`config.mk`:
```
export PLATFORM = sky130hd
export DESIGN_NAME = fpwm_front
export DESIGN_NICKNAME = d
export VERILOG_FILES = /design/src/sv/fractional_pll_word_message_unit_macros.svh /design/src/sv/fpwm_pkg.sv /design/src/sv/fpwm_front.sv
export SDC_FILE = /design/constraint.sdc
export NUM_CORES = 1
export LEC_CHECK = 0
export CORE_UTILIZATION = 35
export CTS_CLUSTER_DIAMETER = 80
export DETAILED_ROUTE_END_ITERATION = 7
export DONT_BUFFER_PORTS = 1
export GPL_TIMING_DRIVEN = 1
export SLEW_MARGIN = 25
export SYNTH_ARGS = -nofsm -noshare
export SYNTH_HDL_FRONTEND = slang
export SYNTH_SLANG_ARGS = --single-unit
```
`constraint.sdc`:
```
create_clock -name clock -period 1.9 [get_ports clock]
set_clock_uncertainty 0.15 [all_clocks]
set_input_delay 0.095 -clock clock [delete_from_list [all_inputs] [get_ports clock]]
set_output_delay 0.095 -clock clock [all_outputs]
set_load 0.05 [all_outputs]
```
`src/sv/fractional_pll_word_message_unit_macros.svh`:
```
// ----------------------------------------------------------------------------
// Assertion macros for the PLL word message unit
// Shared concurrent assertion forms, clocked and disabled during reset.
// ----------------------------------------------------------------------------
`ifndef FRACTIONAL_PLL_WORD_MESSAGE_UNIT_MACROS_SVH
`define FRACTIONAL_PLL_WORD_MESSAGE_UNIT_MACROS_SVH

// same-cycle implication
`define FPWM_ASSERT_NOW(lbl, clk, rst, ante, cons) \
   lbl: assert property (@(posedge clk) disable iff (rst) (ante) |-> (cons)) \
      else $error("fpwm assertion failed");

// next-cycle implication
`define FPWM_ASSERT_NEXT(lbl, clk, rst, ante, cons) \
   lbl: assert property (@(posedge clk) disable iff (rst) (ante) |=> (cons)) \
      else $error("fpwm assertion failed");

`endif

```
`src/sv/fpwm_pkg.sv`:
```
// ----------------------------------------------------------------------------
// fpwm_pkg
// Widths, constants and register codes of the PLL word message unit.
// ----------------------------------------------------------------------------
package fpwm_pkg;

   localparam int VCO_W              = 33;
   localparam int REF_W              = 32;
   localparam int REM_W              = REF_W;
   localparam int BYTE_W             = 8;
   localparam int MSG_BYTES          = 7;
   localparam int MSG_W              = MSG_BYTES * BYTE_W;
   localparam int INT_W              = 16;
   localparam int FRAC_FIELD_W       = 24;
   localparam int IDX_W              = 3;
   localparam int FRACT_BITS_DEFAULT = 20;

   localparam logic [VCO_W-1:0]  OFFSET_HZ        = 33'd3000000;
   localparam logic [VCO_W-1:0]  DIV_THRESHOLD_HZ = 33'd2750000000;
   localparam logic [REF_W-1:0]  REF_RESET        = 32'd100000000;
   localparam logic [INT_W-1:0]  INT_BIAS         = 16'd4;
   localparam logic [BYTE_W-1:0] ID_RECEIVE       = 8'd1;
   localparam logic [BYTE_W-1:0] ID_TRANSMIT      = 8'd2;
   localparam logic [IDX_W-1:0]  LAST_IDX         = IDX_W'(MSG_BYTES - 1);

   // configuration port
   localparam int CSR_ADDR_W  = 3;
   localparam int CSR_DATA_W  = 32;
   localparam int REG_IDX_LSB = 2;
   localparam logic REG_REF_FREQ = 1'b0;

endpackage

```
`src/sv/fpwm_front.sv`:
```
// ----------------------------------------------------------------------------
// fpwm_front
// Input stage: picks the output divider and scales the VCO frequency into
// the dividend that enters the divider chain.
// ----------------------------------------------------------------------------
module fpwm_front #(
   parameter int FRACT_BITS = fpwm_pkg::FRACT_BITS_DEFAULT
) (
   input  logic                             clock,
   input  logic                             reset,
   input  logic                             advance,
   input  logic                             up_valid,
   input  logic [fpwm_pkg::VCO_W-1:0]       up_vco_hz,
   input  logic                             up_is_transmit,
   output logic                             dn_valid,
   output logic [fpwm_pkg::VCO_W+FRACT_BITS-1:0] dn_num,
   output logic                             dn_div,
   output logic                             dn_tx
);
   import fpwm_pkg::*;

   localparam int NUM_W = VCO_W + FRACT_BITS;

   logic             valid_ff;
   logic [NUM_W-1:0] num_ff, num_in;
   logic             div_ff, div_in;
   logic             tx_ff;
   logic [VCO_W-1:0] d_hz;
   logic [VCO_W-1:0] x_hz;

   always_comb begin
      div_in = up_vco_hz > DIV_THRESHOLD_HZ;
      d_hz   = (up_vco_hz < OFFSET_HZ) ? '0 : up_vco_hz - OFFSET_HZ;
      // without the divider d stays below 2^32, so doubling fits
      x_hz   = div_in ? d_hz : {d_hz[VCO_W-2:0], 1'b0};
      num_in = {x_hz, {FRACT_BITS{1'b0}}};
   end

   always_ff @(posedge clock) begin
      if (reset) begin
         valid_ff <= 1'b0;
      end else if (advance) begin
         valid_ff <= up_valid;
      end
   end

   always_ff @(posedge clock) begin
      if (advance) begin
         num_ff <= num_in;
         div_ff <= div_in;
         tx_ff  <= up_is_transmit;
      end
   end

   assign dn_valid = valid_ff;
   assign dn_num   = num_ff;
   assign dn_div   = div_ff;
   assign dn_tx    = tx_ff;

endmodule

```
# --- Word-level counts from Yosys, hierarchy flattened ---
# Cells that the tools add are included.
word_totals:
  reg_bits: 36
  out_inout_bits: 56
  wordCells: 10
  input_bits: 38
classes:
  mux: 2
  add_sub_neg: 1
  n_lt_le_gt_ge: 2
op_table:
  columns: ["operator", "n"]
  rows:
  - ["$mux W33", 2]
  - ["$gt A33 B32 Y1 const B", 1]
  - ["$lt A33 B22 Y1 const B", 1]
  - ["$sub A33 B22 Y33 const B", 1]

# --- Depth between registers and ports, before layout ---
depth:
  word_depth: 3
  mapped_depth: 9
  ltp_nobuf: 8

# --- Least setup slack after synthesis ---
# Ideal clock, no wire load.
synth_timing:
  path_kind: "in2reg"
  from: "input port up_vco_hz[27] (netlist bit)"
  to: "register num_ff[39], in the netlist dn_num[39], data pin"
  t_arrival_ns: 1.624
  path_slack_ns: -0.135
  t_required_ns: 1.489
  stages: 7
  setup_ns: 0.261
  path_buffers: 3
  cell_sequence: "or3_1 buf_6 nor4_1 and3_2 buf_2 buf_2 a21oi_1"
synth_via:
  elab_chain_len: 3
  word_cells_on_any_way: 4
  classes_between: "order compare (2); mux (2)"
synth_lines:
  columns: ["element", "line_no", "text"]
  rows:
  - ["start: declaration", "fpwm_front.sv:13", "input logic [fpwm_pkg::VCO_W-1:0] up_vco_hz,"]
  - ["$lt A33 B22 Y1", "fpwm_front.sv:33", "d_hz = (up_vco_hz < OFFSET_HZ) ? '0 : up_vco_hz - OFFSET_HZ;"]
  - ["$mux W33", "fpwm_front.sv:33", null]
  - ["$mux W33 *", "fpwm_front.sv:35", "x_hz = div_in ? d_hz : {d_hz[VCO_W-2:0], 1'b0};"]
  - ["named net x_hz[19]", "fpwm_front.sv:29", "logic [VCO_W-1:0] x_hz;"]
  - ["end signal: assignment", "fpwm_front.sv:49", "num_ff <= num_in;"]
  - ["end: declaration", "fpwm_front.sv:25", "logic [NUM_W-1:0] num_ff, num_in;"]
# The timed path passes the listed nets; every way through them passes the cells marked *.
# A chain may end at the register's enable or synchronous reset.

# --- Worst setup path after layout ---
layout_timing:
  from: "input port up_vco_hz[27] (netlist bit)"
  to: "register num_ff[40], in the netlist dn_num[40], data pin"
# The elaborated chain is that of the path after synthesis.

==> impl_metrics.csv <==
group,metric,value,unit
critical_path,worstSetupEndpoint,"dn_num[40]",
sta,fin_tns_setup,0,ns
status,outcome,"complete, no violations",
synth,synth_top_area_share,41.2,%
drt,viasPerCell,5.03,
critical_path,r2r_end,"dn_valid",
grt,grt_max_degree,36,
synth,yosysSeqAreaShare,42.0,%
synth,synthesis.area,0.00255,mm²
cells_and_area,antenna-diode-count,0,
grt,track_usage,16.2,%
power_and_ir_drop,ir_drop,0.234,mV
die,core-area,0.00691,mm²
drt,postRouteAntennaNets,0,
cells_and_area,nets,339,
drt,routedWlPerCell,15.3,µm
sta,final_hold_viol_count,0,
cells_and_area,area_delta_synth_final,18.2,%
sta,period_share,93.4,%
die,die_w,87.4,µm
clock_network,cts_root_buf,"clkbuf_8",
critical_path,crit_arrival,1.66,ns
die,start_util,36.9,%
synth,synth-edff-count,35,
die,ios,94,
grt,overflow,0,
hold_path,hp-class,"input port to register",
critical_path,critPathKind,"input port to register",
critical_path,cp.required,1.79,ns
drt,remaining_drc_errors,0,
clock_network,cts_tree,"done",
die,die_h,87.4,µm
power_and_ir_drop,total_power,2.31,mW
synth,synth_area_leaders,"edfxtp_1 (41%), buf_4 (6.5%), nand2_1 (4.9%)",
synth,avgSynthCellArea,9.81,µm²
synth,ys_async_sr_fraction,0,%
place,numPortBuffers,0,
critical_path,crit_fanout,5,
critical_path,cp-end-kind,"register",
grt,grt_antenna_before_repair,0,
drt,drt_iter0_drc,97,
die,std_cell_rows,30,
clock_network,cts_buffers,5,
clock_network,clock-sinks,36,
drt,drtPass1Iterations,4,
sta,period_minus_slack,1.78,ns
sta,setup_ws,0.125,ns
synth,yosys_warnings,0,
critical_path,r2r_slack,0.23,ns
clock_network,htree_num_levels,2,
sta,tightest_slew,0.526,ns
place,gp_congestion,0.840,
drt,vias,1990,
grt,grt_pass1_wl,9.41,mm
clock_network,clk_pin_slew,0.07,ns
critical_path,crit_path_start_kind,"input port",
sta,relSlewSlack,64.9,%
critical_path,crit_path_start,"up_vco_hz[27]",
power_and_ir_drop,p_per_area,765,mW/mm²
drt,wirelength,6.06,mm
place,dp_slack,-0.254,ns
synth,yosysUniqueCellTypes,52,
sta,setup_viol_count_final,0,
power_and_ir_drop,p_leak,1.13,nW
grt,grt_pass1_vias,1826,
synth,yosys.area.top_type,"edfxtp_1",
sta,drv_slew,0,
clock_network,cts.path.max_buffers,2,
critical_path,reg2reg_depth,3,
synth,synthFlopType,"edfxtp_1",
critical_path,regToRegStartpoint,"dn_valid",
cells_and_area,layout-drive-gt1-share,20.0,%
sta,max_freq,0.563,GHz
run,drv_cap,0,
synth,synth-seq-cells,36,
synth,synthTopCellsByCount,"edfxtp_1 (35), nand2_1 (33), buf_4 (22), nor2_1 (22), a21oi_1 (20)",
clock_network,clk_latency,0.28,ns
sta,rsz0062_at_grt,"false",
die,die_area,0.00763,mm²
synth,synthCells,260,
place,place_hpwl,4.49,mm
synth,yosysMostFrequentCell,"edfxtp_1",
## cells in the final DEF, fill, tap and decap left out, types with 2 or more instances in the layout
cell,count
a31oi_1,2
ha_1,2
o311ai_1,2
conb_1,20
edfxtp_1,35
and3_1,5
buf_12,3
buf_4,31
a211oi_1,2
clkbuf_8,6
nor3b_1,3
dlygate4sd3_1,16
a21oi_1,20
clkbuf_1,2
o21a_1,2
nor3_1,7
o211ai_1,3
a211oi_2,10
nor2_1,22
xnor2_1,12
nand4b_1,3
nand3_1,4
nor4_1,4
inv_1,3
o21ai_0,9
mux2i_1,5
nand2_1,33
xor2_1,6
or3_1,2
## per-stage QoR
stage / hold slack [ns] / cells / util [%] / instance area (µm²)
5_1_grt: 0.0106 / 396 / 43.6 / 3010
2_1_floorplan: 0.0174 / 279 / - / 2630
6_report: 0.00975 / 396 / 43.6 / 3010
4_1_cts: 0.000732 / 394 / 43.1 / 2970
3_5_place_dp: 0.0298 / 370 / 39.3 / 2710
3_3_place_gp: 0.0180 / 370 / 39.3 / 2710
## power breakdown
group / internal [mW] / total [mW] / switching, mW / leakage, nW
logic: 0.183 / 0.445 / 0.262 / 0.732
registers: 0.986 / 1.31 / 0.327 / 0.351
clock network: 0.295 / 0.548 / 0.252 / 0.0455
## layout make-up
cell class                 instances  area, µm²
fill                             703       3890
multi-input combinational        202       1260
sequential                        36       1070
timing repair buffer              50        453
tap                               96        120
clock buffer                       8       90.1
inverter                           4       16.3
## sequential cells by signal, indices dropped and copies added (netlist names)
register and flops:
dn_tx 1, dn_num 33, dn_div 1, dn_valid 1
## cell families after synthesis
group,synth area share [%]
other cells,0.147
buf+inv,12.4
mux,1.96
flops,42.0
compound gates,16.8
fa+ha+maj,0.981
xor+xnor,6.18
simple gates,19.6
## how the worst min path moves through the flow
stage | from | to | slack [ns] | cells after the start
6_report | up_vco_hz[18] | dn_num[38] | 0.01 | 3
5_1_grt | up_vco_hz[17] | dn_num[38] | 0.01 | 3
4_1_cts | up_vco_hz[31] | dn_num[52] | 0.0007 | 3
3_5_place_dp | reset | dn_valid | 0.03 | 1
3_3_place_gp | reset | dn_valid | 0.02 | 1
2_1_floorplan | reset | dn_valid | 0.02 | 1
## repair_timing
item,in CTS,in global routing
endpoints found under the hold margin,49,1
buffers inserted,0,1
hold buffers,16,1
gates resized for setup,0,6
endpoints found under the setup margin,0,7
## critical path, cell delays in order
cell and delay [ns]:
or3_4 0.38, nor4_4 0.31, buf_4 0.15, a31o_2 0.20, clkinv_2 0.12, buf_4 0.15
nor3_1 0.19, nor3_1 0.07
## routing by layer
metal  track usage (%)  vias to the layer above  wire length, µm
li1                  -                      992                -
met4              7.00                        0              105
met5                 0                        -                0
met2              25.4                       76             2860
met3              4.36                        9              352
met1              21.0                      913             2750
No activity file was read; power rests on OpenSTA's default activity.
