===== config.mk =====
export PLATFORM = sky130hd
export DESIGN_NAME = fpwm_cell
export DESIGN_NICKNAME = d
export VERILOG_FILES = /design/src/sv/fractional_pll_word_message_unit_macros.svh /design/src/sv/fpwm_pkg.sv /design/src/sv/fpwm_cell.sv
export SDC_FILE = /design/constraint.sdc
export NUM_CORES = 1
export LEC_CHECK = 0
export BUFFER_PORTS_ARGS = -buffer_cell sky130_fd_sc_hd__buf_2
export CAP_MARGIN = 20
export CORE_ASPECT_RATIO = 0.8
export CORE_UTILIZATION = 30
export DETAILED_ROUTE_END_ITERATION = 10
export SYNTH_ARGS = -nofsm -noshare
export SYNTH_HDL_FRONTEND = slang
export SYNTH_SLANG_ARGS = --single-unit

===== constraint.sdc =====
create_clock -name clock -period 3.8 [get_ports clock]
set_input_delay 0.38 -clock clock [delete_from_list [all_inputs] [get_ports clock]]
set_output_delay 0.38 -clock clock [all_outputs]
set_load 0.01 [all_outputs]

===== src/sv/fractional_pll_word_message_unit_macros.svh =====
// ----------------------------------------------------------------------------
// Assertion macros for the PLL word message unit
// Shared concurrent assertion forms, clocked and disabled during reset.
// ----------------------------------------------------------------------------
`ifndef FRACTIONAL_PLL_WORD_MESSAGE_UNIT_MACROS_SVH
`define FRACTIONAL_PLL_WORD_MESSAGE_UNIT_MACROS_SVH

// same-cycle implication
`define FPWM_ASSERT_NOW(lbl, clk, rst, ante, cons) \
   lbl: assert property (@(posedge clk) disable iff (rst) (ante) |-> (cons)) \
      else $error("fpwm assertion failed");

// next-cycle implication
`define FPWM_ASSERT_NEXT(lbl, clk, rst, ante, cons) \
   lbl: assert property (@(posedge clk) disable iff (rst) (ante) |=> (cons)) \
      else $error("fpwm assertion failed");

`endif


===== src/sv/fpwm_pkg.sv =====
// ----------------------------------------------------------------------------
// fpwm_pkg
// Widths, constants and register codes of the PLL word message unit.
// ----------------------------------------------------------------------------
package fpwm_pkg;

   localparam int VCO_W              = 33;
   localparam int REF_W              = 32;
   localparam int REM_W              = REF_W;
   localparam int BYTE_W             = 8;
   localparam int MSG_BYTES          = 7;
   localparam int MSG_W              = MSG_BYTES * BYTE_W;
   localparam int INT_W              = 16;
   localparam int FRAC_FIELD_W       = 24;
   localparam int IDX_W              = 3;
   localparam int FRACT_BITS_DEFAULT = 20;

   localparam logic [VCO_W-1:0]  OFFSET_HZ        = 33'd3000000;
   localparam logic [VCO_W-1:0]  DIV_THRESHOLD_HZ = 33'd2750000000;
   localparam logic [REF_W-1:0]  REF_RESET        = 32'd100000000;
   localparam logic [INT_W-1:0]  INT_BIAS         = 16'd4;
   localparam logic [BYTE_W-1:0] ID_RECEIVE       = 8'd1;
   localparam logic [BYTE_W-1:0] ID_TRANSMIT      = 8'd2;
   localparam logic [IDX_W-1:0]  LAST_IDX         = IDX_W'(MSG_BYTES - 1);

   // configuration port
   localparam int CSR_ADDR_W  = 3;
   localparam int CSR_DATA_W  = 32;
   localparam int REG_IDX_LSB = 2;
   localparam logic REG_REF_FREQ = 1'b0;

endpackage


===== src/sv/fpwm_cell.sv =====
// ----------------------------------------------------------------------------
// fpwm_cell
// One restoring-division step: shift in a dividend bit, compare against the
// reference, subtract, and hand the partial result to the next cell.
// ----------------------------------------------------------------------------
module fpwm_cell #(
   parameter int NUM_W = fpwm_pkg::VCO_W + fpwm_pkg::FRACT_BITS_DEFAULT,
   parameter int QUO_W = fpwm_pkg::INT_W + fpwm_pkg::FRACT_BITS_DEFAULT
) (
   input  logic                        clock,
   input  logic                        reset,
   input  logic                        advance,
   input  logic [fpwm_pkg::REF_W-1:0]  ref_freq,
   input  logic                        up_valid,
   input  logic [fpwm_pkg::REM_W-1:0]  up_rem,
   input  logic [NUM_W-1:0]            up_num,
   input  logic [QUO_W-1:0]            up_quo,
   input  logic                        up_div,
   input  logic                        up_tx,
   output logic                        dn_valid,
   output logic [fpwm_pkg::REM_W-1:0]  dn_rem,
   output logic [NUM_W-1:0]            dn_num,
   output logic [QUO_W-1:0]            dn_quo,
   output logic                        dn_div,
   output logic                        dn_tx
);
   import fpwm_pkg::*;

   logic             valid_ff;
   logic [REM_W-1:0] rem_ff, rem_in;
   logic [NUM_W-1:0] num_ff;
   logic [QUO_W-1:0] quo_ff;
   logic             div_ff;
   logic             tx_ff;
   logic [REM_W:0]   trial;
   logic [REM_W:0]   diff;
   logic             take;

   always_comb begin
      trial  = {up_rem, up_num[NUM_W-1]};
      diff   = trial - {1'b0, ref_freq};
      take   = trial >= {1'b0, ref_freq};
      // a zero reference takes every step, giving an all-ones quotient
      rem_in = take ? diff[REM_W-1:0] : trial[REM_W-1:0];
   end

   always_ff @(posedge clock) begin
      if (reset) begin
         valid_ff <= 1'b0;
      end else if (advance) begin
         valid_ff <= up_valid;
      end
   end

   always_ff @(posedge clock) begin
      if (advance) begin
         rem_ff <= rem_in;
         num_ff <= {up_num[NUM_W-2:0], 1'b0};
         quo_ff <= {up_quo[QUO_W-2:0], take};
         div_ff <= up_div;
         tx_ff  <= up_tx;
      end
   end

   assign dn_valid = valid_ff;
   assign dn_rem   = rem_ff;
   assign dn_num   = num_ff;
   assign dn_quo   = quo_ff;
   assign dn_div   = div_ff;
   assign dn_tx    = tx_ff;

endmodule


# Word-level counts from Yosys, hierarchy flattened
# Index checks and enable logic that the tools add are counted.
[totals]
reg_bits = 123
input_bits = 159
word_cells = 9
out_inout_bits = 124
[classes]
muxes = 1
magnitude_cmp = 1
add_sub_neg = 1
[ops]
columns = ["operator", "count"]
rows = [
  ["33-bit by 32-bit >= comparator with 1-bit output", 1],
  ["32-bit two-way mux", 1],
  ["32-bit subtractor", 1],
]

# Logic depth before layout (Yosys ltp)
# Gate-level depths: netlist of the first run.
[logic_depth]
depth_word = 2
ltp_mapped = 13

# Worst setup path before layout of the first run
# No wires, ideal clock.
[synth_timing]
kind = "in2reg"
start = "input port ref_freq[7] (netlist name)"
end = "register rem_ff[13], in the netlist dn_rem[13] (data pin)"
arrival_time_ps = 2893
stages = 12
n_path_buf = 2
setup_slack_ps = 645
path_cell_list = "inv_1 > ha_1 > buf_2 > nand4_1 > or4_1 > a21oi_1 > nor3_1 > a211oi_2 > o21ai_2 > o31ai_4 > buf_4 > mux2_1"
[synth_between]
elab_chain_len = 2
[synth_rtl]
columns = ["item", "line_no", "source"]
rows = [
  ["start: declaration", "fpwm_cell.sv:13", "input logic [fpwm_pkg::REF_W-1:0] ref_freq,"],
  ["32-bit subtractor / 33-bit by 32-bit >= comparator with 1-bit output (equally long branches)", "fpwm_cell.sv:41, fpwm_cell.sv:42", ""],
  ["32-bit two-way mux *", "fpwm_cell.sv:44", "rem_in = take ? diff[REM_W-1:0] : trial[REM_W-1:0];"],
  ["net rem_in[13]", "fpwm_cell.sv:30", "logic [REM_W-1:0] rem_ff, rem_in;"],
  ["end signal: assignment", "fpwm_cell.sv:57", "rem_ff <= rem_in;"],
  ["end: declaration", "fpwm_cell.sv:30", ""],
]
# The timed path passes the listed nets; every way through them passes the cells marked *.
# A chain may end at the register's enable or synchronous reset.

# Final worst setup path of the first run
[layout_timing]
start = "input port up_num[52]"
end = "register rem_ff[30], in the netlist dn_rem[30] (data pin)"
[layout_between]
elab_chain_len = 2
[layout_rtl]
columns = ["item", "line_no", "source"]
rows = [
  ["start: declaration", "fpwm_cell.sv:16", "input logic [NUM_W-1:0] up_num,"],
  ["32-bit subtractor / 33-bit by 32-bit >= comparator with 1-bit output (equally long branches)", "fpwm_cell.sv:41, fpwm_cell.sv:42", ""],
  ["32-bit two-way mux *", "fpwm_cell.sv:44", ""],
  ["net rem_in[30]", "fpwm_cell.sv:30", ""],
]
# Marks and branches as above.

==> results of run 1 <==
-- power groups by stage --
stage	logic, mW	registers (mW)	clock network, mW
final	0.746	1.69	1.65
after global routing	0.820	1.70	1.75
after CTS	0.751	1.69	1.68
after detailed placement	0.748	1.72	0
after global placement	0.744	1.72	0
after floorplan	0.331	1.80	0
-- through the flow --
stage	cells	cell area (sq um)
5_1_grt	1035	8267
3_5_place_dp	1001	7669
3_3_place_gp	1001	7669
6_report	1035	8267
2_1_floorplan	470	5916
4_1_cts	1033	8262
-- worst max path at each step --
stage / from / endpoint / slack (ns) / cells past startpoint
final: up_num[52] / dn_rem[30] / 0.67 / 13
after global routing: up_num[52] / dn_rem[26] / 0.48 / 14
after CTS: up_num[52] / dn_rem[30] / 0.69 / 13
after detailed placement: up_num[52] / dn_rem[30] / 0.25 / 13
after global placement: up_num[52] / dn_rem[30] / 0.32 / 13
after floorplan: ref_freq[7] / dn_rem[13] / 0.64 / 12
-- sequential cells by signal, summed over array words and instances, names as in the netlist --
| name | flops |
|---|---|
| dn_num | 52 |
| dn_quo | 36 |
| dn_rem | 32 |
| dn_div | 1 |
| dn_tx | 1 |
| dn_valid | 1 |
-- metal layers --
metal | share of wire [%] | up-vias | GRT usage [%]
met3 | 5.6 | 11 | 4.221
met4 | 0.72 | 0 | 4.638
met2 | 50 | 171 | 28.46
met1 | 43 | 2181 | 20.70
li1 | - | 2341 | -
met5 | 0 | - | 0
-- cells in the mapped netlist (7+ instances only) --
| cell type | count |
|---|---|
| nand3_1 | 8 |
| nor2_1 | 37 |
| nand2_1 | 27 |
| xor2_1 | 11 |
| a21oi_1 | 54 |
| inv_1 | 38 |
| edfxtp_1 | 122 |
| xnor2_1 | 16 |
| o21ai_0 | 16 |
| buf_2 | 8 |
| nand4_1 | 7 |
| a21o_1 | 12 |
| ha_1 | 32 |
-- area by class of cell --
type	instances	area (sq um)	area share [%]
Sequential cell	123	3684	44.56
Multi-Input combinational cell	291	1996	24.14
Timing Repair Buffer	291	1524	18.43
Clock buffer	17	425.4	5.146
Tap cell	258	322.8	3.905
Clock inverter	15	167.7	2.028
Inverter	38	142.6	1.725
Antenna cell	2	5.005	0.06054
-- worst reg2reg max path: stages (launching register included) --
cell,delay (ns)
dfxtp_1,0.31
mux2i_1,0.12
nor2_1,0.06
-- kinds of logic after synthesis --
group	Yosys count	share of synthesized area, %
multiplexers	13	2.411
other	1	0.06339
AND/OR/NAND/NOR	99	7.720
flip-flops	123	62.27
adder cells (fa/ha/maj)	33	7.107
buffers and inverters	56	3.998
AO/OA/AOI/OAI	118	12.44
XOR/XNOR	27	3.997
==> results.cfg, run 1 <==
[clocking]
cts-resized-gates = 0
path_clk_slew_ns = 0.07
postCtsSetupRepairBufs = 0
htree_levels = 4
cts_root_buf = clkbuf_16
cts_sinks = 123
cts_tree = done
clock_latency_ns = 0.41
clockBufferDepth = 2
hold_buffers = 0
numCtsBuffers = 17

[timing]
finalWorstPathRequiredPeriod_ns = 3.132
max_slew_margin_pct = 38.15
tightest_slew_ns = 0.9277
fin_skew_ns = 0
setup_viol = 0
slew_violations = 0
layout_setup_ws_ns = 0.6680
fin_hold_ws_ns = 0.1168
hold_viol = 0
timing.final.crit_share_pct = 82.42
max_freq_ghz = 0.3193
setup_tns_ns = 0
rsz0062_at_grt = false

[placement]
dp.final_hpwl_um = 13310
pre_cts_slack_ns = 0.2481
portBuffers = 280
routabilityCongestion = 0.8058

[grt]
grt_pass1_wl_um = 25230
grt_max_degree = 70
overflow = 0
antenna_found_initial = 3
first_global_vias = 4451
grtUsageTotal_pct = 16.57

[power]
power_mw = 4.084
p_per_area_mw_per_mm2 = 494.0
sw_frac_of_total_pct = 28.39
clkPwrFrac_pct = 40.3
power_switching_mw = 1.159
power.leakage_nw = 3.717
p_seq_share_pct = 41.4
combPwrFrac_pct = 18.3
vdd_ir_drop_max_uv = 266.5
p_int_mw = 2.924

[hold_path]
holdCritPathClass = in2reg
whs_path_depth = 2
hold_end = dn_valid
worstHoldStart = reset

[detailed_routing]
drtIter0Drc = 290
dr_total_vias = 4704
vias_per_cell = 4.545
firstDrtPassIters = 5
remaining_drc_errors = 0
antenna_left = 0
post_drt_wl_per_cell_um = 16.36
wirelength_um = 16930

[yosys]
synth_cells = 470
synth_seq_area_share_pct = 62.27
ys_ff_latch = 123
async_reset_ff_share_pct = 0
synth_warnings = 0
netlist_area_sq_mm = 0.005916
synth_nets = 662
synth_cell_types = 49
yosysTopAreaCellShare_pct = 61.93
synth_area_leaders = edfxtp_1 62%, ha_1 6.8%, a21oi_1 4.6%, inv_1 2.4%, xnor2_1 2.4%
synth_edf_count = 122
synth_top_cell_by_area = edfxtp_1
avgSynthCellArea_sq_um = 12.59
synth_flop_cell = edfxtp_1

[critical_path]
crit_type = in2reg
rr_endpoint = dn_valid
rrSetupSlack_ns = 3.21
slowest_stage = fa_1
crit_top_cell = a21oi_1
arrival_ns = 3.29
end_kind = register
crit_fanout = 2
path_buf_inv = 2
required_ns = 3.96
crit_chain = buf_2 -> inv_1 -> ha_1 -> fa_1 -> nand2b_1 -> a21oi_1 -> o21ai_0 -> o311a_1 -> a31oi_1 -> a21oi_1 -> o41ai_1 -> xor2_1 -> mux2_1
crit_path_start_kind = input port
crit_family = compound AO/OA/AOI/OAI gates
r2r_cells = 2
r2r_start = dn_valid
max_stage_delay_ns = 0.40

[die]
die_h_um = 127.6
die_area_sq_mm = 0.02029
die-width_um = 159
rows = 45
start_util_pct = 30.90
pin_count = 283
core_sq_mm = 0.01914

[final_layout]
final_util_pct = 43.18
layout.cells.most_common = buf_2
fin_nets = 954
final_cell_mix = 279 x buf_2, 122 x edfxtp_1, 54 x a21oi_1
final_layout_size_suffix_gt1_share_pct = 43.10
n_fill_cell = 1888
synthToLayoutAreaGrowth_pct = 39.74

[flow_run]
max_cap_violations = 0

[status]
status = completed
(Power assumes the default switching activity.)
==> run 2: changes to the inputs <==
clock period = 2.55 ns   (was 3.8 ns; I/O delays follow)
==> results.cfg, run 2 (synthesis results as in run 1) <==
[final_layout]
layout.cells.most_common = buf_2
final_cells = 1181
final_util_pct = 51.78
fin_nets = 1102
final_cell_mix = 263 x buf_2, 122 x edfxtp_1, 80 x buf_4
largest_reg_flops = 52
final_layout_size_suffix_gt1_share_pct = 48.10
diodes = 0
synthToLayoutAreaGrowth_pct = 67.58

[power]
clkPwrFrac_pct = 37.3
combPwrFrac_pct = 23.0
p_seq_share_pct = 39.7
power.leakage_nw = 4.452
p_per_area_mw_per_mm2 = 640.3
p_int_mw = 4.519
sw_frac_of_total_pct = 28.81
power_mw = 6.348
vdd_ir_drop_max_uv = 368.4
power_switching_mw = 1.829

[clocking]
cts_root_buf = clkbuf_16
clockBufferDepth = 2
path_clk_slew_ns = 0.06
cts_sinks = 123
clock_latency_ns = 0.41
htree_levels = 4
numCtsBuffers = 17
cts_tree = done

[die]
die_h_um = 127.6
die_area_sq_mm = 0.02029
rows = 45
die-width_um = 159
start_util_pct = 30.90
core_sq_mm = 0.01914
pin_count = 283

[critical_path]
crit_type = in2reg
arrival_ns = 2.71
rr_endpoint = dn_valid
crit_fanout = 13
rrSetupSlack_ns = 1.95
slowest_stage = or4_4
r2r_cells = 2
end_kind = register
required_ns = 2.72
crit_path_start_kind = input port
r2r_start = dn_valid
crit_chain = buf_4 -> inv_8 -> ha_4 -> nand4_1 -> or4_4 -> a21oi_2 -> nor3_2 -> a211oi_2 -> o21ai_2 -> o31ai_4 -> buf_12 -> mux2_4
max_stage_delay_ns = 0.57

[timing]
max_freq_ghz = 0.3928
rsz0062_at_grt = true
setup_viol = 0
slew_violations = 0
layout_setup_ws_ns = 0.003931
hold_viol = 0
setup_tns_ns = 0
fin_skew_ns = 0
finalWorstPathRequiredPeriod_ns = 2.546
timing.final.crit_share_pct = 99.85

[grt]
grt_max_degree = 39
overflow = 0
first_global_vias = 5185
grt_pass1_wl_um = 27300
grtUsageTotal_pct = 18.00
antenna_found_initial = 0

[detailed_routing]
antenna_left = 0
wirelength_um = 18520
vias_per_cell = 4.489
drtIter0Drc = 355
post_drt_wl_per_cell_um = 15.68
firstDrtPassIters = 6
remaining_drc_errors = 0
dr_total_vias = 5302

[placement]
dp.final_hpwl_um = 14040
pre_cts_slack_ns = -0.6660
routabilityCongestion = 0.8843
place_inst = 1066
portBuffers = 280

[hold_path]
worstHoldStart = up_num[29]
holdCritPathClass = in2reg
hold_end = dn_num[30]
whs_path_depth = 1

[status]
status = completed

[flow_run]
max_cap_violations = 0
-- run 2: final cells by class --
cell class                 count  area [sq um]
fill                        1710          9230
sequential                   123          3684
timing repair buffer         439          2933
multi-input combinational    291          2243
clock buffer                  17         425.4
tap                          258         322.8
clock inverter                15         152.6
inverter                      38         152.6
-- run 2: per-stage QoR --
step	area, sq um	hold WS, ns
floorplan	6081	0.3274
global placement	8273	0.4217
detailed placement	8273	0.4209
CTS	9598	0.0006541
global route	9913	0.0005128
finish	9913	0.02076
-- run 2: worst max path at each step --
stage | startpoint | end | slack [ns] | cells past startpoint
floorplan | ref_freq[7] | dn_rem[13] | -0.36 | 12
global placement | up_num[52] | dn_rem[30] | -0.62 | 13
detailed placement | up_num[52] | dn_rem[30] | -0.67 | 13
CTS | ref_freq[18] | dn_rem[3] | -0.03 | 12
global route | ref_freq[15] | dn_rem[6] | -0.07 | 12
finish | ref_freq[7] | dn_rem[6] | 0.004 | 12
-- run 2: layer usage --
layer	wire length [um]	vias to the layer above	track usage (%)
met5	0	-	0
met4	116	0	3.676
met3	1253	13	5.844
met2	9663	191	32.61
met1	7482	2475	20.82
li1	-	2623	-
-- run 2: timing repair --
action                     CTS  global route
pin swaps                    9             3
hold endpoints to repair    62            14
hold buffers                62            14
gates resized for setup     21            36
buffers inserted             5             2
setup endpoints to repair   10            27
-- run 2: worst max-delay path: cells and delay by family --
kind / cells / cell delay, ns
compound gates: 4 / 0.77
fa+ha+maj: 1 / 0.25
buf+inv: 3 / 0.34
mux: 1 / 0.31
simple gates: 3 / 0.78
-- run 2: power by group through the flow --
stage / sequential (mW) / clock (mW) / combinational, mW
2_1_floorplan: 2.68 / 0 / 0.542
3_3_place_gp: 2.56 / 0 / 1.28
3_5_place_dp: 2.56 / 0 / 1.28
4_1_cts: 2.52 / 2.42 / 1.40
5_1_grt: 2.54 / 2.51 / 1.59
6_report: 2.52 / 2.37 / 1.46
