[src/sv/fractional_pll_word_message_unit_macros.svh]
// ----------------------------------------------------------------------------
// Assertion macros for the PLL word message unit
// Shared concurrent assertion forms, clocked and disabled during reset.
// ----------------------------------------------------------------------------
`ifndef FRACTIONAL_PLL_WORD_MESSAGE_UNIT_MACROS_SVH
`define FRACTIONAL_PLL_WORD_MESSAGE_UNIT_MACROS_SVH

// same-cycle implication
`define FPWM_ASSERT_NOW(lbl, clk, rst, ante, cons) \
   lbl: assert property (@(posedge clk) disable iff (rst) (ante) |-> (cons)) \
      else $error("fpwm assertion failed");

// next-cycle implication
`define FPWM_ASSERT_NEXT(lbl, clk, rst, ante, cons) \
   lbl: assert property (@(posedge clk) disable iff (rst) (ante) |=> (cons)) \
      else $error("fpwm assertion failed");

`endif

[src/sv/fpwm_pkg.sv]
// ----------------------------------------------------------------------------
// fpwm_pkg
// Widths, constants and register codes of the PLL word message unit.
// ----------------------------------------------------------------------------
package fpwm_pkg;

   localparam int VCO_W              = 33;
   localparam int REF_W              = 32;
   localparam int REM_W              = REF_W;
   localparam int BYTE_W             = 8;
   localparam int MSG_BYTES          = 7;
   localparam int MSG_W              = MSG_BYTES * BYTE_W;
   localparam int INT_W              = 16;
   localparam int FRAC_FIELD_W       = 24;
   localparam int IDX_W              = 3;
   localparam int FRACT_BITS_DEFAULT = 20;

   localparam logic [VCO_W-1:0]  OFFSET_HZ        = 33'd3000000;
   localparam logic [VCO_W-1:0]  DIV_THRESHOLD_HZ = 33'd2750000000;
   localparam logic [REF_W-1:0]  REF_RESET        = 32'd100000000;
   localparam logic [INT_W-1:0]  INT_BIAS         = 16'd4;
   localparam logic [BYTE_W-1:0] ID_RECEIVE       = 8'd1;
   localparam logic [BYTE_W-1:0] ID_TRANSMIT      = 8'd2;
   localparam logic [IDX_W-1:0]  LAST_IDX         = IDX_W'(MSG_BYTES - 1);

   // configuration port
   localparam int CSR_ADDR_W  = 3;
   localparam int CSR_DATA_W  = 32;
   localparam int REG_IDX_LSB = 2;
   localparam logic REG_REF_FREQ = 1'b0;

endpackage

[src/sv/fpwm_serializer.sv]
// ----------------------------------------------------------------------------
// fpwm_serializer
// Formats the quotient into the seven-byte command message and sends it
// one byte per transfer, first byte from the top of the shift register.
// ----------------------------------------------------------------------------
module fpwm_serializer #(
   parameter int FRACT_BITS = fpwm_pkg::FRACT_BITS_DEFAULT
) (
   input  logic                                       clock,
   input  logic                                       reset,
   input  logic                                       tail_valid,
   input  logic [fpwm_pkg::INT_W+FRACT_BITS-1:0]      tail_quo,
   input  logic                                       tail_div,
   input  logic                                       tail_tx,
   output logic                                       can_load,
   output logic                                       rsp_valid,
   input  logic                                       rsp_ready,
   output logic [fpwm_pkg::BYTE_W-1:0]                rsp_out_byte,
   output logic                                       rsp_last
);
   import fpwm_pkg::*;

   logic                    busy_ff;
   logic [IDX_W-1:0]        idx_ff;
   logic [MSG_W-1:0]        msg_ff, msg_in;
   logic [INT_W-1:0]        int_field;
   logic [FRAC_FIELD_W-1:0] frac_field;
   logic [BYTE_W-1:0]       id_field;
   logic                    is_last;
   logic                    load;

   always_comb begin
      int_field  = tail_quo[INT_W+FRACT_BITS-1:FRACT_BITS] - INT_BIAS;
      frac_field = FRAC_FIELD_W'(tail_quo[FRACT_BITS-1:0]);
      id_field   = tail_tx ? ID_TRANSMIT : ID_RECEIVE;
      msg_in     = {id_field, int_field, frac_field, {(BYTE_W-1){1'b0}}, tail_div};
   end

   assign is_last  = idx_ff == LAST_IDX;
   // take the next message as the final byte of this one leaves
   assign can_load = !busy_ff || (rsp_ready && is_last);
   assign load     = tail_valid && can_load;

   always_ff @(posedge clock) begin
      if (reset) begin
         busy_ff <= 1'b0;
         idx_ff  <= '0;
      end else if (load) begin
         busy_ff <= 1'b1;
         idx_ff  <= '0;
      end else if (busy_ff && rsp_ready) begin
         if (is_last) begin
            busy_ff <= 1'b0;
         end else begin
            idx_ff <= idx_ff + 1'b1;
         end
      end
   end

   always_ff @(posedge clock) begin
      if (load) begin
         msg_ff <= msg_in;
      end else if (busy_ff && rsp_ready) begin
         msg_ff <= {msg_ff[MSG_W-BYTE_W-1:0], {BYTE_W{1'b0}}};
      end
   end

   assign rsp_valid    = busy_ff;
   assign rsp_out_byte = msg_ff[MSG_W-1:MSG_W-BYTE_W];
   assign rsp_last     = is_last;

endmodule

[config.mk]
export PLATFORM = sky130hd
export DESIGN_NAME = fpwm_serializer
export DESIGN_NICKNAME = d
export VERILOG_FILES = /design/src/sv/fractional_pll_word_message_unit_macros.svh /design/src/sv/fpwm_pkg.sv /design/src/sv/fpwm_serializer.sv
export SDC_FILE = /design/constraint.sdc
export NUM_CORES = 1
export LEC_CHECK = 0
export ABC_CLOCK_PERIOD_IN_PS = 6200
export BUFFER_PORTS_ARGS = -buffer_cell sky130_fd_sc_hd__buf_2
export CORE_MARGIN = 5
export CORE_UTILIZATION = 54
export CTS_CLUSTER_SIZE = 10
export DETAILED_ROUTE_END_ITERATION = 6
export PLACE_DENSITY = 0.79
export SYNTH_ARGS = -nofsm -noshare
export SYNTH_HDL_FRONTEND = slang
export SYNTH_SLANG_ARGS = --single-unit
[constraint.sdc]
create_clock -name clock -period 6.2 [get_ports clock]
set_input_delay 0.93 -clock clock [delete_from_list [all_inputs] [get_ports clock]]
set_output_delay 0.93 -clock clock [all_outputs]
set_load 0.005 [all_outputs]
== After elaboration in Yosys (flattened, before gate mapping) ==
Index checks and enable logic that the tools add are counted.
Operators by class
  $add $sub $neg: 2
  bitwise gates (word level): 1
  $lt $le $gt $ge: 0
  mux-type cells: 6
  reduce and logical (&&, ||, !) cells: 10
  shifts and indexed selects: 0
  equality and inequality tests: 1
  divide/modulo/power cells: 0
  $mul: 0
Operators with widths (number)
  $mux W56: 2
  $sub A16 B3 Y16 const B: 1
  $reduce_and A2 Y1: 2
  $reduce_bool A2 Y1: 2
  $add A3 B1 Y3 const B: 1
  $eq A3 B3 Y1 const B: 1
  $logic_and A1 B1 Y1: 3
  $mux W1: 3
  $mux W2: 1
  $reduce_or A2 Y1: 1
  $logic_not A1 Y1: 1
  $logic_or A1 B1 Y1: 1
  $not A1 Y1: 1
Storage, ports and cells
  bits in registers: 53
  memories kept: 0
  output and inout port bits: 11
  memory bits (writable): 0
  bits in read-only memories: 0
  word-level logic and storage cells: 24
  input bits: 42
  bits in latches: 0

== Depth between registers and ports, before layout ==
Gate-level depths: netlist (run 1).
  depth in word-level cells: 6
  depth in mapped cells: 8
  mapped depth without buffers: 6

== Worst setup path before layout (run 1) ==
No wires, ideal clock.
  path kind: input-to-reg
  start: in tail_valid
  end: reg msg_ff[0] (enable)
  path buffers: 0
  slack: 1518 ps
  setup time: 510 ps
  required time: 5690 ps
  data arrival time: 4172 ps
  stages: 2
  path through: inv_1 -> o21ai_0
Between the ends
  word-level cells in the longest chain between the ends: 2
Ends and longest elaborated chain
  start: declaration: RTL line fpwm_serializer.sv:11  | input logic tail_valid,
  $logic_and A1 B1 Y1: RTL line fpwm_serializer.sv:42  | assign load = tail_valid && can_load;
  $reduce_bool A2 Y1 (no line)
  end signal: assignment: RTL line fpwm_serializer.sv:62  | msg_ff <= msg_in;
  end signal: assignment: RTL line fpwm_serializer.sv:64  | msg_ff <= {msg_ff[MSG_W-BYTE_W-1:0], {BYTE_W{1'b0}}};
  end: declaration: RTL line fpwm_serializer.sv:25  | logic [MSG_W-1:0] msg_ff, msg_in;
No other way between the ends.
A chain may end at the register's enable or synchronous reset.

== Final worst setup path (run 1) ==
  start: in rsp_ready
  end: out can_load
Between the ends
  word-level cells in the longest chain between the ends: 2
Ends and longest elaborated chain
  start: declaration: RTL line fpwm_serializer.sv:17  | input logic rsp_ready,
  $logic_and A1 B1 Y1: RTL line fpwm_serializer.sv:41  | assign can_load = !busy_ff || (rsp_ready && is_last);
  $logic_or A1 B1 Y1: RTL line fpwm_serializer.sv:41
  end: declaration: RTL line fpwm_serializer.sv:15  | output logic can_load,
No other way between the ends.

==> results.sh, run 1 <==
export IMPL_avgRoutedWirePerCell_um=13.4
export IMPL_layout_min_cycle_time_ns=2.34
export IMPL_drt_iter0_drc=116
export IMPL_relSlewSlack_pct=50.5
export IMPL_grt_pass1_vias=1693
export IMPL_first_pass_iters=4
export IMPL_grt_overflow=0
export IMPL_clock_sinks=53
export IMPL_cts_tree="built"
export IMPL_layout_common_cells="nand2_1, buf_2, edfxtp_1"
export IMPL_synth_area_sq_um=2590
export IMPL_top_layer_used="met4"
export IMPL_ff2ff_setup_slack_ns=4.31
export IMPL_final_common_cell="nand2_1"
export IMPL_finalWorstSetupSlack_ns=3.86
export IMPL_ys_seq_area_share_pct=58.4
export IMPL_ys_seq_elements=53
export IMPL_start_util_pct=55.2
export IMPL_synthesis_nets=277
export IMPL_ir_drop_mv=0.143
export IMPL_yosysUniqueCellTypes=28
export IMPL_routed_wl_mm=4.38
export IMPL_hold_ws_ns=0.458
export IMPL_intPower_w=0.000530
export IMPL_cts_hold_buf=0
export IMPL_core_sq_um=4690
export IMPL_tightest_slew_ns=0.742
export IMPL_finalMaxSlewViolations=0
export IMPL_setup_viol=0
export IMPL_drive_gt1_share_pct=25.2
export IMPL_syn_inst=232
export IMPL_rsz0062_at_grt="false"
export IMPL_p_switching_w=0.000164
export IMPL_sw_frac_of_total_pct=23.6
export IMPL_path_clk_slew_ns=0.09
export IMPL_worstSetupPathType="primary input to output pin"
export IMPL_hp_class="register to register"
export IMPL_post_cts_setup_buffers=0
export IMPL_grt_pass1_wl_mm=7.25
export IMPL_combPwrFrac_pct=11.7
export IMPL_critPathArrivalTime_ns=1.41
export IMPL_fp_dieW_um=79.2
export IMPL_drc_errors=0
export IMPL_crit_path_start_kind="primary input"
export IMPL_wl_met1_mm=1.98
export IMPL_cts_repair_resized=0
export IMPL_hold_viol=0
export IMPL_setup_tns_ns=0
export IMPL_leakagePower_nw=1.11
export IMPL_postLayoutCellArea_sq_um=2880
export IMPL_clock_latency_ns=0.30
export IMPL_power_density_nw_per_um2=241
export IMPL_syn2layout_area_growth_pct=11.3
export IMPL_final_nets=318
export IMPL_grt_usage_pct=14.7
export IMPL_rows=25
export IMPL_clock_skew_ns=0.00306
export IMPL_place_gp_congestion=0.841
export IMPL_place_area_sq_um=2800
export IMPL_diodes=0
export IMPL_vias=1719
export IMPL_grt_max_degree=66
export IMPL_wl_met2_mm=2.05
export IMPL_power_frac_seq_pct=61.9
export IMPL_io_pins=53
export IMPL_clk_path_buf_depth=2
export IMPL_via_per_inst=5.24
export IMPL_end_kind="output pin"
export IMPL_cts_buffers=5
export IMPL_cp_required_ns=5.27
export IMPL_critPathMaxFanout=3
export IMPL_io_buffers=52
export IMPL_antenna_found_initial=0
export IMPL_htree_levels=2
export IMPL_fmax_mhz=427
export IMPL_finalCritPeriodShare_pct=37.7
export IMPL_root_buffer="clkbuf_8"
export IMPL_dpl_hpwl_mm=2.92
export IMPL_ys_warn_count=0
export IMPL_maxCapViolCount=0
export IMPL_dpl_worst_slack_ns=3.85
export IMPL_dr_wl_met3_um=308
export IMPL_syn_area_per_cell_sq_um=11.2
export IMPL_die_h_um=79.2
export IMPL_status="finished clean"
export IMPL_clockPowerShare_pct=26.4
export IMPL_dieArea_sq_um=6280
export IMPL_drtAntennaViolNets=0
## critical path: stages
cell and delay (ns):
buf_2 0.11, nand3_1 0.15, nand2_1 0.09, buf_2 0.14
## through the flow
| stage | instances | util [%] | total power (W) |
|---|---|---|---|
| 4_1_cts | 328 | 61.4 | 0.000700 |
| 3_5_place_dp | 320 | 59.7 | 0.000520 |
| 2_1_floorplan | 232 | - | 0.000496 |
| 6_report | 328 | 61.4 | 0.000694 |
| 3_3_place_gp | 320 | 59.7 | 0.000517 |
| 5_1_grt | 328 | 61.4 | 0.000726 |
## layer usage
metal | track usage [%] | vias up
met5 | 0 | -
met4 | 4.12 | 0
met3 | 4.31 | 5
met2 | 24.2 | 59
met1 | 18.7 | 777
li1 | - | 878
## final cells by class
| type | instances | area [sq um] |
|---|---|---|
| clock buffers | 5 | 68.8 |
| clock inverters | 3 | 12.5 |
| fillers | 392 | 1810 |
| inverters | 4 | 15.0 |
| multi-input cells | 155 | 931 |
| flip-flops and latches | 53 | 1510 |
| well taps | 54 | 67.6 |
| repair buffers | 54 | 275 |
## path summary, 6_finish.rpt
check                   from    endpoint  cells past startpoint
setup reg to reg   idx_ff[0]  msg_ff[18]                      6
hold / removal    msg_ff[30]  msg_ff[30]                      2
hold reg to reg   msg_ff[30]  msg_ff[30]                      2
setup / recovery   rsp_ready    can_load                      4
## power by group through the flow
stage	sequential (W)	clock [W]	combinational [W]
2_1_floorplan	0.000438	0	0.0000574
3_3_place_gp	0.000437	0	0.0000800
3_5_place_dp	0.000438	0	0.0000820
4_1_cts	0.000430	0.000188	0.0000825
5_1_grt	0.000432	0.000202	0.0000918
6_report	0.000430	0.000183	0.0000812
## sequential cells by signal, summed over array words and instances, names as in the netlist
signal	count
msg_ff	49
idx_ff	3
rsp_valid	1
## cells by family after synthesis
family | share of synthesized area (%)
AND/OR/NAND/NOR | 18.3
flip-flops | 58.4
AO/OA/AOI/OAI | 8.41
buffers and inverters | 6.38
XOR/XNOR | 4.40
multiplexers | 2.71
adder cells (fa/ha/maj) | 1.45
## synthesized netlist by cell type, drive strengths merged
cell type	n	area share [%]
a2111oi	2	1.2
a21oi	8	1.7
a22o	5	1.7
and2	16	4.0
buf	19	5.6
clkbuf	1	0.19
dfxtp	8	6.2
edfxtp	45	52
ha	3	1.5
inv	4	0.58
mux2i	7	2.7
nand2	57	8.3
nand3	4	0.77
nand3b	1	0.29
nand4	4	0.97
nor2	7	1.3
nor3	6	1.6
nor3b	1	0.29
nor4	1	0.82
o21ai	20	3.9
xnor2	6	2.0
xor2	7	2.4
(Power assumes the default switching activity.)
==> run 2: changes to the inputs <==
--- a/config.mk
+++ b/config.mk
@@ -5,13 +5,14 @@
 export SDC_FILE = /design/constraint.sdc
 export NUM_CORES = 1
 export LEC_CHECK = 0
-export ABC_CLOCK_PERIOD_IN_PS = 6200
+export ABC_AREA = 1
+export ABC_CLOCK_PERIOD_IN_PS = 2100
 export BUFFER_PORTS_ARGS = -buffer_cell sky130_fd_sc_hd__buf_2
 export CORE_MARGIN = 5
-export CORE_UTILIZATION = 54
+export CORE_UTILIZATION = 49
 export CTS_CLUSTER_SIZE = 10
 export DETAILED_ROUTE_END_ITERATION = 6
-export PLACE_DENSITY = 0.79
+export PLACE_DENSITY = 0.75
 export SYNTH_ARGS = -nofsm -noshare
 export SYNTH_HDL_FRONTEND = slang
 export SYNTH_SLANG_ARGS = --single-unit
==> constraint.sdc (replaced) <==
create_clock -name clock -period 2.1 [get_ports clock]
set_input_delay 0.315 -clock clock [delete_from_list [all_inputs] [get_ports clock]]
set_output_delay 0.315 -clock clock [all_outputs]
set_load 0.005 [all_outputs]
==> results.sh, run 2 <==
export IMPL_async_flop_share_pct=0
export IMPL_grt_usage_pct=13.5
export IMPL_clockPowerShare_pct=31.1
export IMPL_dpl_worst_slack_ns=0.354
export IMPL_cp_common_cell="nand2_1"
export IMPL_leakagePower_nw=1.45
export IMPL_worstHoldPathCells=2
export IMPL_yosysMostFrequentCell="nand2_1"
export IMPL_reg2reg_to="msg_ff[42]"
export IMPL_crit_reg2reg_launch="idx_ff[0]"
export IMPL_worstSetupPathType="register to register"
export IMPL_syn_inst=305
export IMPL_ir_drop_mv=0.474
export IMPL_place_gp_congestion=0.870
export IMPL_finalWorstSetupSlack_ns=0.352
export IMPL_fillers=502
export IMPL_fmax_mhz=572
export IMPL_relSlewSlack_pct=62.5
export IMPL_synthTopCellsByArea="edfxtp_1, nand2_1, nand3_1, dfxtp_1, nor2_1"
export IMPL_syn2layout_area_growth_pct=13.9
export IMPL_layout_min_cycle_time_ns=1.75
export IMPL_hp_start="reset"
export IMPL_status="finished clean"
export IMPL_grt_max_degree=50
export IMPL_rsz0062_at_grt="false"
export IMPL_diodes=0
export IMPL_layout_common_cells="nand2_1, buf_2, edfxtp_1"
export IMPL_routed_wl_mm=4.82
export IMPL_synth_area_sq_um=2690
export IMPL_ff2ff_setup_slack_ns=0.35
export IMPL_crit_path_start_kind="register"
export IMPL_final_common_cell="nand2_1"
export IMPL_critPathMaxFanout=49
export IMPL_drive_gt1_share_pct=20.4
export IMPL_via_per_inst=4.75
export IMPL_synth_top_area_share_pct=50.2
export IMPL_grt_pass1_wl_mm=7.83
export IMPL_core_sq_um=5410
export IMPL_synth_edf_count=45
export IMPL_clock_skew_ns=0.00675
export IMPL_dpl_hpwl_mm=3.32
export IMPL_vias=1996
export IMPL_combPwrFrac_pct=11.8
export IMPL_hold_viol=0
export IMPL_cp_required_ns=2.17
export IMPL_power_frac_seq_pct=57.1
export IMPL_antenna_found_initial=0
export IMPL_die_h_um=84.1
export IMPL_total_power_w=0.00222
export IMPL_rows=27
export IMPL_cts_hold_buf=0
export IMPL_drt_iter0_drc=137
export IMPL_start_util_pct=49.8
export IMPL_cpMaxStageDelayCell="buf_4"
export IMPL_yosys_top_cells_count="nand2_1, edfxtp_1, nand3_1"
export IMPL_grt_overflow=0
export IMPL_clock_latency_ns=0.30
export IMPL_intPower_w=0.00170
export IMPL_setup_viol=0
export IMPL_ys_seq_area_share_pct=56.2
export IMPL_cts_repair_resized=0
export IMPL_maxCapViolCount=0
export IMPL_crit_path_max_incr_delay_ns=0.41
export IMPL_syn_area_per_cell_sq_um=8.82
export IMPL_regMostFlops="msg_ff"
export IMPL_whs_endpoint="rsp_valid"
export IMPL_cts_tree="built"
export IMPL_clk_path_buf_depth=2
export IMPL_post_cts_setup_buffers=0
export IMPL_setup_tns_ns=0
export IMPL_final_nets=392
export IMPL_yosysUniqueCellTypes=23
export IMPL_clock_sinks=53
export IMPL_largest_reg_flops=49
export IMPL_tightest_slew_ns=0.561
export IMPL_ff2ff_path_depth=9
export IMPL_crit_path_cell_trace="inv_1 -> ha_1 -> nand2_1 -> o21ai_4 -> nand2_4 -> buf_4 -> nor2_1 -> nand2_1 -> nand2_1"
export IMPL_finalMaxSlewViolations=0
export IMPL_cts_buffers=5
export IMPL_drtAntennaViolNets=0
export IMPL_io_pins=53
export IMPL_ys_warn_count=0
export IMPL_p_switching_w=0.000518
export IMPL_finalCritPeriodShare_pct=83.2
export IMPL_crit_buf_inv=2
export IMPL_critPathArrivalTime_ns=1.81
export IMPL_root_buffer="clkbuf_8"
export IMPL_hp_class="primary input to register"
export IMPL_dieArea_sq_um=7070
export IMPL_grt_pass1_vias=1838
export IMPL_path_clk_slew_ns=0.09
export IMPL_drc_errors=0
export IMPL_htree_levels=2
export IMPL_fp_dieW_um=84.1
export IMPL_power_density_nw_per_um2=723
export IMPL_ys_seq_elements=53
export IMPL_synth_largest_area_cell="edfxtp_1"
export IMPL_io_buffers=52
export IMPL_ys_flop_type="edfxtp_1"
export IMPL_sw_frac_of_total_pct=23.4
export IMPL_cp_top_family="buffers and inverters"
export IMPL_first_pass_iters=4
export IMPL_synthesis_nets=350
export IMPL_end_kind="register"
export IMPL_avgRoutedWirePerCell_um=11.5
export IMPL_hold_ws_ns=0.182
export IMPL_utilization_pct=56.7
[run 2: layer usage]
layer | global-route usage, % | share of wire (%)
met1 | 14.6 | 40
met4 | 3.51 | 0.95
met5 | 0 | 0
met2 | 25.7 | 54
met3 | 3.55 | 4.4
[run 2: worst max-delay path by stage]
stage	from	end	slack, ns	cells past startpoint
CTS	idx_ff[0]	msg_ff[47]	0.34	8
global placement	idx_ff[0]	msg_ff[42]	0.40	9
finish	idx_ff[0]	msg_ff[42]	0.35	9
global route	idx_ff[0]	msg_ff[47]	0.18	8
detailed placement	idx_ff[0]	msg_ff[47]	0.35	8
floorplan	rsp_valid	msg_ff[0]	0.08	1
[run 2: area by class of cell]
cell class / instances / area (sq um) / area share, %
clock inverter: 2 / 38.8 / 1.27
inverter: 34 / 129 / 4.21
clock buffer: 6 / 72.6 / 2.37
tap: 72 / 90.1 / 2.94
sequential: 53 / 1510 / 49.3
multi-input combinational: 198 / 915 / 29.8
timing repair buffer: 55 / 308 / 10.0
[run 2: per-stage QoR]
stage	area (sq um)	instances
global placement	2950	412
detailed placement	2950	412
CTS	3060	420
finish	3060	420
global route	3060	420
floorplan	2700	305
[run 2: kinds of logic after synthesis]
logic type / synth area share [%]
buffers and inverters: 10.3
AO/OA/AOI/OAI: 2.60
AND/OR/NAND/NOR: 27.6
flip-flops: 56.2
XOR/XNOR: 1.95
adder cells (fa/ha/maj): 1.39
[run 2: power groups by stage]
| stage | sequential [W] | clock (W) | combinational (W) |
|---|---|---|---|
| 2_1_floorplan | 0.00129 | 0 | 0.000183 |
| 3_3_place_gp | 0.00129 | 0 | 0.000257 |
| 3_5_place_dp | 0.00129 | 0 | 0.000263 |
| 4_1_cts | 0.00127 | 0.000705 | 0.000264 |
| 5_1_grt | 0.00127 | 0.000748 | 0.000294 |
| 6_report | 0.00127 | 0.000689 | 0.000261 |
==> run 3: changes to the inputs <==
--- a/config.mk
+++ b/config.mk
@@ -6,7 +6,7 @@
 export NUM_CORES = 1
 export LEC_CHECK = 0
 export ABC_AREA = 1
-export ABC_CLOCK_PERIOD_IN_PS = 2100
+export ABC_CLOCK_PERIOD_IN_PS = 1500
 export BUFFER_PORTS_ARGS = -buffer_cell sky130_fd_sc_hd__buf_2
 export CORE_MARGIN = 5
 export CORE_UTILIZATION = 49
==> constraint.sdc (replaced) <==
create_clock -name clock -period 1.5 [get_ports clock]
set_input_delay 0.225 -clock clock [delete_from_list [all_inputs] [get_ports clock]]
set_output_delay 0.225 -clock clock [all_outputs]
set_load 0.005 [all_outputs]
==> results.sh, run 3 (synthesis results as in run 2) <==
export IMPL_status="finished clean"
export IMPL_ir_drop_mv=0.542
export IMPL_crit_path_start_kind="register"
export IMPL_worstSetupPathType="register to output pin"
export IMPL_first_pass_iters=4
export IMPL_drtAntennaViolNets=0
export IMPL_final_nets=406
export IMPL_crit_buf_inv=3
export IMPL_dpl_worst_slack_ns=-0.0241
export IMPL_end_kind="output pin"
export IMPL_cp_required_ns=1.27
export IMPL_crit_path_cell_trace="inv_2 -> ha_4 -> nand2_4 -> o21ai_4 -> buf_6 -> buf_6"
export IMPL_grt_max_degree=32
export IMPL_critPathArrivalTime_ns=1.26
export IMPL_clock_sinks=53
export IMPL_clk_path_buf_depth=2
export IMPL_drt_iter0_drc=133
export IMPL_drc_errors=0
export IMPL_place_area_sq_um=3060
export IMPL_relSlewSlack_pct=80.5
export IMPL_layout_min_cycle_time_ns=1.49
export IMPL_largest_reg_flops=49
export IMPL_core_sq_um=5410
export IMPL_finalCritPeriodShare_pct=99.2
export IMPL_utilization_pct=59.9
export IMPL_via_per_inst=4.75
export IMPL_finalWorstSetupSlack_ns=0.0119
export IMPL_setup_viol=0
export IMPL_root_buffer="clkbuf_8"
export IMPL_regMostFlops="msg_ff"
export IMPL_final_common_cell="nand2_1"
export IMPL_grt_pass1_vias=2126
export IMPL_clock_skew_ns=0.00542
export IMPL_place_gp_congestion=0.830
export IMPL_layout_common_cells="nand2_1, buf_2, edfxtp_1"
export IMPL_fp_dieW_um=84.1
export IMPL_avgRoutedWirePerCell_um=11.7
export IMPL_postLayoutCellArea_sq_um=3240
export IMPL_critPathMaxFanout=2
export IMPL_hp_class="primary input to register"
export IMPL_drive_gt1_share_pct=26.2
export IMPL_crit_path_max_incr_delay_ns=0.34
export IMPL_die_h_um=84.1
export IMPL_io_pins=53
export IMPL_rsz0062_at_grt="true"
export IMPL_fmax_mhz=672
export IMPL_htree_levels=2
export IMPL_routed_wl_mm=5.06
export IMPL_ff2ff_setup_slack_ns=0.06
export IMPL_power_density_nw_per_um2=924
export IMPL_maxCapViolCount=0
export IMPL_cts_buffers=5
export IMPL_start_util_pct=49.8
export IMPL_path_clk_slew_ns=0.09
export IMPL_syn2layout_area_growth_pct=20.3
export IMPL_dpl_hpwl_mm=3.66
export IMPL_clock_latency_ns=0.30
export IMPL_antenna_found_initial=0
export IMPL_leakagePower_nw=1.54
export IMPL_total_power_w=0.00299
export IMPL_io_buffers=52
export IMPL_rows=27
export IMPL_fillers=493
export IMPL_diodes=0
export IMPL_grt_overflow=0
export IMPL_cts_tree="built"
export IMPL_grt_pass1_wl_mm=8.92
export IMPL_dieArea_sq_um=7070
export IMPL_cpMaxStageDelayCell="dfxtp_2"
export IMPL_cp_common_cell="buf_6"
export IMPL_tightest_slew_ns=0.292
export IMPL_cp_top_family="flip-flops"
export IMPL_vias=2063
export IMPL_hold_viol=0
export IMPL_grt_usage_pct=15.4
export IMPL_finalMaxSlewViolations=0
export IMPL_cts_hold_buf=0
-- run 3: cell types whose count changed in the layout (fill, tap and decap cells not counted), moves of 3 or more --
cell,before,now
dfxtp_2,0,3
buf_6,0,5
dfxtp_1,8,5
buf_4,1,9
nand3_2,0,4
nand3_1,44,40
-- run 3: metrics by stage --
step,std cells,TNS [ns],hold WS [ns]
4_1_cts,434,-0.00913,0.0627
3_3_place_gp,424,0,0.391
2_1_floorplan,305,-1.15,0.287
5_1_grt,434,-0.0847,0.0581
6_report,434,0,0.0751
3_5_place_dp,424,-0.139,0.400
-- run 3: worst reg2reg max path: stages (launching register included) --
cell and delay, ns:
dfxtp_2 0.34, inv_2 0.07, ha_4 0.14, nand2_4 0.05, o21ai_4 0.16, nand2_4 0.12
buf_12 0.18, nand3_1 0.07, o21ai_1 0.07
-- run 3: timing repair --
item                       CTS  global route
buffers inserted             2             0
hold endpoints to repair     0             0
setup endpoints to repair   24            28
pin swaps                    3             1
gates resized for setup      9            12
-- run 3: final timing paths --
| path | from | cells after the start | endpoint |
|---|---|---|---|
| setup / recovery | idx_ff[0] | 6 | can_load |
| hold / removal | reset | 2 | rsp_valid |
| setup reg to reg | idx_ff[0] | 8 | msg_ff[35] |
| hold reg to reg | idx_ff[1] | 2 | idx_ff[1] |
-- run 3: layout make-up --
class / instances / area, sq um / share of cell area (%)
Tap cell: 72 / 90.1 / 2.78
Inverter: 34 / 130 / 4.02
Clock buffer: 6 / 72.6 / 2.24
Multi-Input combinational cell: 198 / 955 / 29.5
Sequential cell: 53 / 1520 / 46.8
Timing Repair Buffer: 69 / 459 / 14.2
Clock inverter: 2 / 15.0 / 0.464
-- run 3: where the power goes --
group	switching [W]	internal, W	total [W]	leakage, nW
logic	0.000240	0.000181	0.000422	0.976
clock network	0.000465	0.000330	0.000794	0.0374
registers	0.0000369	0.00174	0.00178	0.522
total	0.000742	0.00225	0.00299	1.54
-- run 3: routing by layer --
layer | GRT usage [%] | part of all wire [%] | up-vias
li1 | - | - | 1079
met1 | 16.6 | 40 | 930
met2 | 29.0 | 53 | 43
met3 | 4.05 | 4.3 | 11
met4 | 4.97 | 2.2 | 0
met5 | 0 | 0 | -
